===== config.mk =====
export PLATFORM = sky130hd
export DESIGN_NAME = run_length_7f_codec
export DESIGN_NICKNAME = d
export VERILOG_FILES = /design/src/sv/rl7f_pkg.sv /design/src/sv/run_length_7f_codec.sv /design/src/sv/rl7f_front.sv /design/src/sv/rl7f_queue.sv /design/src/sv/rl7f_back.sv
export VERILOG_INCLUDE_DIRS = /design/src /design/src/sv
export SDC_FILE = /design/constraint.sdc
export NUM_CORES = 1
export LEC_CHECK = 0
export BUFFER_PORTS_ARGS = -buffer_cell sky130_fd_sc_hd__buf_2
export CORE_UTILIZATION = 56
export DETAILED_ROUTE_END_ITERATION = 8
export GPL_ROUTABILITY_DRIVEN = 0
export PLACE_DENSITY = 0.88
export SLEW_MARGIN = 20
export SYNTH_ARGS = -nofsm -noshare
export SYNTH_HDL_FRONTEND = slang
export SYNTH_HIERARCHICAL = 1
export SYNTH_SLANG_ARGS = --single-unit

===== constraint.sdc =====
create_clock -name clk -period 4.05 [get_ports clk]
set_input_delay 0.2025 -clock clk [delete_from_list [all_inputs] [get_ports clk]]
set_output_delay 0.2025 -clock clk [all_outputs]
set_load 0.01 [all_outputs]

===== src/sv/run_length_7f_codec_macros.svh =====
// Assertion macros shared by the run-length codec RTL.
`ifndef RUN_LENGTH_7F_CODEC_MACROS_SVH
`define RUN_LENGTH_7F_CODEC_MACROS_SVH

// Same-cycle implication, disabled while reset is asserted.
`define RL7F_ASSERT_NOW(label, clk, rst_n, ante, cons, msg) \
    label: assert property (@(posedge clk) disable iff (!rst_n) (ante) |-> (cons)) \
        else $error(msg);

// Next-cycle implication, disabled while reset is asserted.
`define RL7F_ASSERT_NEXT(label, clk, rst_n, ante, cons, msg) \
    label: assert property (@(posedge clk) disable iff (!rst_n) (ante) |=> (cons)) \
        else $error(msg);

`endif


===== src/sv/rl7f_pkg.sv =====
// Package: constants, job record and helpers for the 0x7F run-length codec.
`timescale 1ns / 1ps
package rl7f_pkg;

    localparam logic [7:0] RUN_BYTE   = 8'h7F;
    localparam logic [7:0] DIGIT_FLAG = 8'h80;
    localparam int DIGIT_BITS         = 7;
    localparam int COUNT_W            = 21;
    localparam int COUNT_DIGITS_DEF   = 3;
    localparam int QUEUE_DEPTH_DEF    = 4;

    localparam logic MODE_COMPRESS   = 1'b0;
    localparam logic MODE_DECOMPRESS = 1'b1;

    // One classified input item, as handed from the front to the back.
    typedef struct packed {
        logic [COUNT_W-1:0] run_val;  // run count to expand or emit
        logic [1:0]         n_run;    // count digits, or 1 for a decompressed run
        logic               dec;      // run results come from decompress mode
        logic               has_lit;  // a literal byte follows the run results
        logic [7:0]         lit;
        logic               last;
        logic               ovf;
    } job_t;

    // Number of base-128 digits a nonzero count needs (zero gives none).
    function automatic logic [1:0] digit_groups(input logic [COUNT_W-1:0] cnt);
        logic [1:0] g;
        begin
            if (cnt[20:14] != 7'd0)
                g = 2'd3;
            else if (cnt[13:7] != 7'd0)
                g = 2'd2;
            else if (cnt[6:0] != 7'd0)
                g = 2'd1;
            else
                g = 2'd0;
            return g;
        end
    endfunction

endpackage


===== src/sv/run_length_7f_codec.sv =====
// Top level of the 0x7F run-length codec: front, job queue and back end.
// A taken beat's job is written into the job queue; its result beats then pass through the output register.
// Throughput: one input beat per cycle while the queue has room and each beat makes at most one
// result; a beat that makes k results (k up to 4) holds the shared output register for all k of them.
// The job queue (QUEUE_DEPTH entries) absorbs digit flushes; input stalls only when it fills.
// Reset (rst_n, async low) clears mode to compress, the run state, overflow and the queue.
`timescale 1ns / 1ps
`include "run_length_7f_codec_macros.svh"
module run_length_7f_codec #(
    parameter int COUNT_DIGITS = rl7f_pkg::COUNT_DIGITS_DEF,
    parameter int QUEUE_DEPTH  = rl7f_pkg::QUEUE_DEPTH_DEF
) (
    input  logic        clk,
    input  logic        rst_n,
    // configuration: one register, mode
    input  logic        mode_we,
    input  logic        mode_wdata,
    // input beat
    input  logic        in_valid,
    output logic        in_stall,
    input  logic [7:0]  data_byte,
    input  logic        last_byte,
    // result beat
    output logic        out_valid,
    input  logic        out_stall,
    output logic [7:0]  out_byte,
    output logic [20:0] repeat_res,
    output logic        item_done,
    output logic        stream_end,
    output logic        overflow
);

    logic                          accept;
    logic                          push;
    rl7f_pkg::job_t                push_job;
    logic                          q_full;
    logic                          head_valid;
    rl7f_pkg::job_t                head;
    logic                          pop;
    logic [$clog2(QUEUE_DEPTH):0]  q_count;

    // Take a beat whenever the queue has room; the front updates run state on every taken beat,
    // even one that yields no result (a counted 0x7F, a digit); a mode write in that cycle clears it instead.
    assign in_stall = q_full;
    assign accept   = in_valid && !q_full;

    rl7f_front #(
        .COUNT_DIGITS (COUNT_DIGITS)
    ) u_front (
        .clk        (clk),
        .rst_n      (rst_n),
        .mode_we    (mode_we),
        .mode_wdata (mode_wdata),
        .accept     (accept),
        .data_byte  (data_byte),
        .last_byte  (last_byte),
        .push       (push),
        .job        (push_job)
    );

    // Hold classified jobs so the front keeps taking beats while the back
    // drains multi-digit flushes.
    rl7f_queue #(
        .DEPTH (QUEUE_DEPTH)
    ) u_queue (
        .clk        (clk),
        .rst_n      (rst_n),
        .push       (push),
        .push_job   (push_job),
        .pop        (pop),
        .full       (q_full),
        .head_valid (head_valid),
        .head       (head),
        .count      (q_count)
    );

    // Expand the head job one result beat per cycle into the output register, unless the output stalls.
    rl7f_back u_back (
        .clk        (clk),
        .rst_n      (rst_n),
        .head_valid (head_valid),
        .head       (head),
        .pop        (pop),
        .out_valid  (out_valid),
        .out_stall  (out_stall),
        .out_byte   (out_byte),
        .repeat_res (repeat_res),
        .item_done  (item_done),
        .stream_end (stream_end),
        .overflow   (overflow)
    );

    // Stream end only ever marks the last result of an item.
    `RL7F_ASSERT_NOW(a_end_is_done, clk, rst_n, out_valid && stream_end, item_done, "stream_end without item_done")

    // Only a decompressed run carries a repeat count other than one.
    `RL7F_ASSERT_NOW(a_rep_only_run, clk, rst_n, out_valid && repeat_res != 21'd1, out_byte == rl7f_pkg::RUN_BYTE, "repeat count on a non-run byte")

    // Overflow is sticky across delivered beats.
    `RL7F_ASSERT_NEXT(a_ovf_sticky, clk, rst_n, out_valid && !out_stall && overflow, !out_valid || overflow, "overflow flag dropped")

    // The queue never holds more jobs than it has entries.
    `RL7F_ASSERT_NOW(a_queue_bound, clk, rst_n, 1'b1, 32'(q_count) <= QUEUE_DEPTH, "job queue overrun")

endmodule


===== src/sv/rl7f_front.sv =====
// Front end: holds the mode and run state, classifies each beat into a job.
`timescale 1ns / 1ps
module rl7f_front #(
    parameter int COUNT_DIGITS = rl7f_pkg::COUNT_DIGITS_DEF
) (
    input  logic              clk,
    input  logic              rst_n,
    input  logic              mode_we,
    input  logic              mode_wdata,
    input  logic              accept,
    input  logic [7:0]        data_byte,
    input  logic              last_byte,
    output logic              push,
    output rl7f_pkg::job_t    job
);

    localparam logic [20:0] CAP = (COUNT_DIGITS >= 3) ? 21'h1FFFFF
        : 21'((32'd1 << (rl7f_pkg::DIGIT_BITS * COUNT_DIGITS)) - 32'd1);

    logic        mode_reg;
    logic [20:0] run_cnt_reg, run_cnt_next;
    logic        pending_reg, pending_next;
    logic [1:0]  dig_cnt_reg, dig_cnt_next;
    logic        ovf_reg, ovf_next;

    logic        flush_en;
    logic [20:0] flush_cnt;
    logic        lit_en;
    logic [27:0] dec_next;
    logic        too_many;
    logic [1:0]  n_run;

    assign dec_next = {run_cnt_reg, data_byte[6:0]};
    assign too_many = (COUNT_DIGITS <= 3) && (32'(dig_cnt_reg) >= 32'(COUNT_DIGITS));

    always_comb
    begin
        run_cnt_next = run_cnt_reg;
        pending_next = pending_reg;
        dig_cnt_next = dig_cnt_reg;
        ovf_next     = ovf_reg;
        flush_en     = 1'b0;
        flush_cnt    = run_cnt_reg;
        lit_en       = 1'b0;

        if (mode_reg == rl7f_pkg::MODE_COMPRESS) begin
            if (data_byte == rl7f_pkg::RUN_BYTE) begin
                if (run_cnt_reg >= CAP)
                    ovf_next = 1'b1;
                else
                    run_cnt_next = run_cnt_reg + 21'd1;
                pending_next = 1'b1;
                flush_en     = last_byte;
                flush_cnt    = run_cnt_next;
            end else begin
                flush_en     = pending_reg;
                lit_en       = 1'b1;
                run_cnt_next = '0;
                pending_next = 1'b0;
                dig_cnt_next = '0;
            end
        end else begin
            if (data_byte[7]) begin
                if (too_many || dec_next > 28'(CAP)) begin
                    ovf_next     = 1'b1;
                    run_cnt_next = CAP;
                end else begin
                    run_cnt_next = dec_next[20:0];
                end
                if (dig_cnt_reg != 2'd3)
                    dig_cnt_next = dig_cnt_reg + 2'd1;
                pending_next = 1'b1;
                flush_en     = last_byte;
                flush_cnt    = run_cnt_next;
            end else begin
                flush_en     = pending_reg;
                lit_en       = 1'b1;
                run_cnt_next = '0;
                pending_next = 1'b0;
                dig_cnt_next = '0;
            end
        end

        // End of stream drops the pending run once it is flushed
        if (last_byte) begin
            run_cnt_next = '0;
            pending_next = 1'b0;
            dig_cnt_next = '0;
        end
    end

    always_comb
    begin
        n_run = 2'd0;
        if (flush_en && flush_cnt != 21'd0) begin
            if (mode_reg == rl7f_pkg::MODE_COMPRESS)
                n_run = rl7f_pkg::digit_groups(flush_cnt);
            else
                n_run = 2'd1;
        end
    end

    assign push        = accept && (n_run != 2'd0 || lit_en);
    assign job.run_val = flush_cnt;
    assign job.n_run   = n_run;
    assign job.dec     = (mode_reg == rl7f_pkg::MODE_DECOMPRESS);
    assign job.has_lit = lit_en;
    assign job.lit     = data_byte;
    assign job.last    = last_byte;
    assign job.ovf     = ovf_next;

    always_ff @(posedge clk or negedge rst_n)
    begin
        if (!rst_n) begin
            mode_reg    <= rl7f_pkg::MODE_COMPRESS;
            run_cnt_reg <= '0;
            pending_reg <= 1'b0;
            dig_cnt_reg <= '0;
            ovf_reg     <= 1'b0;
        end else if (mode_we) begin
            mode_reg    <= mode_wdata;
            run_cnt_reg <= '0;
            pending_reg <= 1'b0;
            dig_cnt_reg <= '0;
        end else if (accept) begin
            run_cnt_reg <= run_cnt_next;
            pending_reg <= pending_next;
            dig_cnt_reg <= dig_cnt_next;
            ovf_reg     <= ovf_next;
        end
    end

endmodule


===== src/sv/rl7f_queue.sv =====
// Job queue between the front and the back of the codec.
`timescale 1ns / 1ps
module rl7f_queue #(
    parameter int DEPTH = rl7f_pkg::QUEUE_DEPTH_DEF
) (
    input  logic                     clk,
    input  logic                     rst_n,
    input  logic                     push,
    input  rl7f_pkg::job_t           push_job,
    input  logic                     pop,
    output logic                     full,
    output logic                     head_valid,
    output rl7f_pkg::job_t           head,
    output logic [$clog2(DEPTH):0]   count
);

    localparam int PTR_W = (DEPTH > 1) ? $clog2(DEPTH) : 1;
    localparam logic [PTR_W-1:0]        PTR_LAST = PTR_W'(DEPTH - 1);
    localparam logic [PTR_W-1:0]        PTR_ONE  = PTR_W'(1);
    localparam logic [$clog2(DEPTH):0]  CNT_FULL = ($clog2(DEPTH) + 1)'(DEPTH);
    localparam logic [$clog2(DEPTH):0]  CNT_ONE  = ($clog2(DEPTH) + 1)'(1);

    rl7f_pkg::job_t           entry_reg [DEPTH];
    logic [PTR_W-1:0]         wr_ptr_reg, rd_ptr_reg;
    logic [$clog2(DEPTH):0]   cnt_reg;
    logic                     do_push, do_pop;

    assign full       = (cnt_reg == CNT_FULL);
    assign head_valid = (cnt_reg != '0);
    assign head       = entry_reg[rd_ptr_reg];
    assign count      = cnt_reg;
    assign do_push    = push && !full;
    assign do_pop     = pop && head_valid;

    always_ff @(posedge clk)
    begin
        if (do_push)
            entry_reg[wr_ptr_reg] <= push_job;
    end

    always_ff @(posedge clk or negedge rst_n)
    begin
        if (!rst_n) begin
            wr_ptr_reg <= '0;
            rd_ptr_reg <= '0;
            cnt_reg    <= '0;
        end else begin
            if (do_push)
                wr_ptr_reg <= (wr_ptr_reg == PTR_LAST) ? '0 : wr_ptr_reg + PTR_ONE;
            if (do_pop)
                rd_ptr_reg <= (rd_ptr_reg == PTR_LAST) ? '0 : rd_ptr_reg + PTR_ONE;
            if (do_push && !do_pop)
                cnt_reg <= cnt_reg + CNT_ONE;
            else if (do_pop && !do_push)
                cnt_reg <= cnt_reg - CNT_ONE;
        end
    end

endmodule


===== src/sv/rl7f_back.sv =====
// Back end: expands the head job into result beats through an output register.
`timescale 1ns / 1ps
module rl7f_back (
    input  logic              clk,
    input  logic              rst_n,
    input  logic              head_valid,
    input  rl7f_pkg::job_t    head,
    output logic              pop,
    output logic              out_valid,
    input  logic              out_stall,
    output logic [7:0]        out_byte,
    output logic [20:0]       repeat_res,
    output logic              item_done,
    output logic              stream_end,
    output logic              overflow
);

    logic        valid_reg;
    logic [7:0]  byte_reg;
    logic [20:0] rep_reg;
    logic        done_reg, end_reg, ovf_reg;
    logic [1:0]  idx_reg;

    logic        emit, last_res;
    logic [2:0]  total;
    logic [1:0]  di;
    logic [6:0]  grp;
    logic [7:0]  res_byte;
    logic [20:0] res_rep;

    assign total    = {1'b0, head.n_run} + {2'b00, head.has_lit};
    assign last_res = ({1'b0, idx_reg} == total - 3'd1);
    assign emit     = head_valid && (!valid_reg || !out_stall);
    assign pop      = emit && last_res;
    assign di       = head.n_run - 2'd1 - idx_reg;

    always_comb
    begin
        case (di)
            2'd0:    grp = head.run_val[6:0];
            2'd1:    grp = head.run_val[13:7];
            2'd2:    grp = head.run_val[20:14];
            default: grp = 7'd0;
        endcase
    end

    always_comb
    begin
        res_byte = head.lit;
        res_rep  = 21'd1;
        if (idx_reg < head.n_run) begin
            if (head.dec) begin
                res_byte = rl7f_pkg::RUN_BYTE;
                res_rep  = head.run_val;
            end else begin
                res_byte = rl7f_pkg::DIGIT_FLAG | {1'b0, grp};
            end
        end
    end

    always_ff @(posedge clk)
    begin
        if (emit) begin
            byte_reg <= res_byte;
            rep_reg  <= res_rep;
            done_reg <= last_res;
            end_reg  <= last_res && head.last;
            ovf_reg  <= head.ovf;
        end
    end

    always_ff @(posedge clk or negedge rst_n)
    begin
        if (!rst_n) begin
            valid_reg <= 1'b0;
            idx_reg   <= '0;
        end else begin
            if (emit)
                valid_reg <= 1'b1;
            else if (!out_stall)
                valid_reg <= 1'b0;
            if (emit)
                idx_reg <= last_res ? 2'd0 : idx_reg + 2'd1;
        end
    end

    assign out_valid  = valid_reg;
    assign out_byte   = byte_reg;
    assign repeat_res = rep_reg;
    assign item_done  = done_reg;
    assign stream_end = end_reg;
    assign overflow   = ovf_reg;

endmodule

==> impl_metrics.tcl <==
set metrics [dict create \
    grt_pass1_vias 6871 \
    reg2reg_to "u_queue/count[2]$_DFFE_PN0P_" \
    arrival_ps 4280 \
    period_needed_ps 3890 \
    final_hold_viol_count 0 \
    place_ws_ps 134 \
    netlist_area_mm2 0.0100 \
    avgSynthCellArea_um2 13.4 \
    synth_top_cell_by_area "edfxtp_1" \
    critPathMaxStageDelay_ps 540 \
    clock_latency_ps 510 \
    ys_ff_latch 208 \
    syn2layout_area_growth_pct 15.5 \
    num_rows 48 \
    critPathLaunch "data_byte[1]" \
    dp_hpwl_um 16800 \
    yosysSeqAreaShare_pct 60.5 \
    htreeDepth 1 \
    fillCellCount 1178 \
    tritoncts "done" \
    core_area_mm2 0.0174 \
    crit_path_start_kind "input pin" \
    vias_per_cell 6.85 \
    drt-initial-drc-count 1193 \
    mostFrequentLayoutCells "edfxtp_1 (172), nor2_1 (60), buf_4 (56)" \
    antenna_left 0 \
    status "complete, but fails checks" \
    synth_cell_types 76 \
    drv_cap 0 \
    antenna_cells 0 \
    fmax_mhz 257 \
    cp.depth 14 \
    overflow 0 \
    die_x_um 136 \
    cts_max_path_buffers 3 \
    fin_cells 1068 \
    p_per_area_mw_per_mm2 675 \
    largest_reg_flops 140 \
    critical_path_class "in2reg" \
    worst_slack_ps 161 \
    syn_nets 776 \
    netlist_instances 748 \
    yosysTopAreaCellShare_pct 51.5 \
    synth_edf_count 172 \
    drv_slew 0 \
    violations "DRC" \
    wl_um 26100 \
    async_reset_ff_share_pct 17.3 \
    drive_gt1_share_pct 25.4 \
    r2r-start "u_front/run_cnt_reg[2]$_DFFE_PN0P_" \
    start_util_pct 57.6 \
    dieArea_mm2 0.0185 \
    period_share_pct 96.0 \
    ys_warn_count 6 \
    endpoint_kind "flip-flop" \
    crit_required_ps 4440 \
    crit_fanout 23 \
    worstHoldStart "last_byte" \
    setup_violations 0 \
    final_common_cell "edfxtp_1" \
    io_buffers 48 \
    crit_path_end "u_queue/count[1]$_DFFE_PN0P_" \
    die_h_um 136 \
    numCtsBuffers 21 \
    slowest_stage "or3_4" \
    crit_chain "dlygate4sd3_1 -> buf_2 -> nand4_2 -> or3_4 -> a21oi_1 -> o22ai_1 -> a21o_1 -> nor4_2 -> a31oi_1 -> nor2b_1 -> ha_1 -> inv_1 -> fa_1 -> mux2_2" \
    synthTopCellsByArea "edfxtp_1 (51%), dfrtp_1 (9.0%), mux4_2 (6.3%)" \
    relSlewSlack_pct 28.7 \
    drc 4 \
    vdd_ir_drop_max_v 0.000477 \
    grt_max_degree 37 \
    antenna_found_initial 0 \
    detail_route.wl_per_cell_um 24.4 \
    hp-class "in2reg" \
    rr_worst_depth 15 \
    grt_pass1_wl_um 40100 \
    finClkSkew_ps 13.5 \
    num_io_pins 49 \
    crit_family "simple AND/OR/NAND/NOR gates" \
    clk_pin_slew_ps 60 \
    tightest_slew_ps 1060 \
    dr.pass1.iters 9 \
    dr_total_vias 7314 \
    p_leak_nw 4.34 \
    cp_num_buf_inv 3 \
    fin_nets 857 \
    root_buffer "clkbuf_16" \
    ff2ff_setup_slack_ps 180 \
    grt_use_total_pct 29.3 \
    dp_cells 1020 \
    clock-sinks 208 \
    synth_flop_cell "edfxtp_1" \
]
-- final cells by class --
cell class                 count  area, µm²  share of cell area (%)
inverter                      22       82.6                   0.713
timing repair buffer         117        831                    7.17
clock inverter                 9        151                    1.31
clock buffer                  28        562                    4.85
sequential                   208       6070                    52.4
tap                          225        282                    2.43
multi-input combinational    459       3610                    31.1
-- metrics by stage --
| stage | TNS (ps) | utilization (%) | power, mW | cell area [µm²] | hold WS (ps) |
|---|---|---|---|---|---|
| final | 0 | 66.5 | 7.82 | 11600 | 37.2 |
| after global placement | 0 | 61.3 | 5.57 | 10700 | 376 |
| after CTS | 0 | 65.9 | 7.81 | 11500 | 9.81 |
| after global routing | -1.82 | 66.5 | 8.15 | 11600 | 20.7 |
| after floorplan | 0 | - | 5.01 | 10000 | -93.1 |
| after detailed placement | 0 | 61.3 | 5.72 | 10700 | 385 |
-- report_power, final --
group / total [mW] / switching (mW) / internal (mW)
Clock: 2.02 / 0.786 / 1.23
Combinational: 2.68 / 1.56 / 1.12
Sequential: 3.12 / 0.189 / 2.93
Total: 7.82 / 2.54 / 5.29
-- how the worst min path moves through the flow --
stage,endpoint,slack (ps),depth (start not counted)
floorplan,u_back/idx_reg[0]$_DFFE_PN0P_,-90,0
global placement,u_front/dig_cnt_reg[1]$_DFFE_PN0P_,380,1
detailed placement,u_front/dig_cnt_reg[1]$_DFFE_PN0P_,380,1
CTS,u_queue/entry_reg[0][8]$_DFFE_PP_,10,1
global route,u_queue/entry_reg[1][8]$_DFFE_PP_,20,1
finish,u_queue/entry_reg[2][1]$_DFFE_PP_,40,1
-- layer usage --
metal	share of wire, %	GRT usage (%)
met1	36	38.7
met2	48	48.3
met3	11	6.23
met4	4.6	9.93
met5	0	0
-- synth_stat cells, drive strengths merged (13+ instances only) --
master / n
o21ai: 54
nand3: 16
a31oi: 13
buf: 35
clkbuf: 24
nand4: 13
inv: 22
edfxtp: 172
nor3: 19
nor2: 60
and3: 26
mux4: 35
dfrtp: 36
a21oi: 34
nor4: 14
nand2: 42
-- cell families after synthesis --
family                   count (synthesis)  synth area share (%)
XOR/XNOR                                 5                 0.437
AND/OR/NAND/NOR                        233                  12.8
adder cells (fa/ha/maj)                 13                  1.77
AO/OA/AOI/OAI                          156                  10.2
buffers and inverters                   81                  4.42
multiplexers                            52                  9.97
flip-flops                             208                  60.5
-- repair_timing --
| action | in CTS | in global routing |
|---|---|---|
| hold endpoints to repair | 58 | 0 |
| setup endpoints to repair | 0 | 2 |
| buffers inserted | 0 | 2 |
| resized for setup | 0 | 22 |
| hold buffers | 9 | 0 |
(Power assumes the default switching activity.)
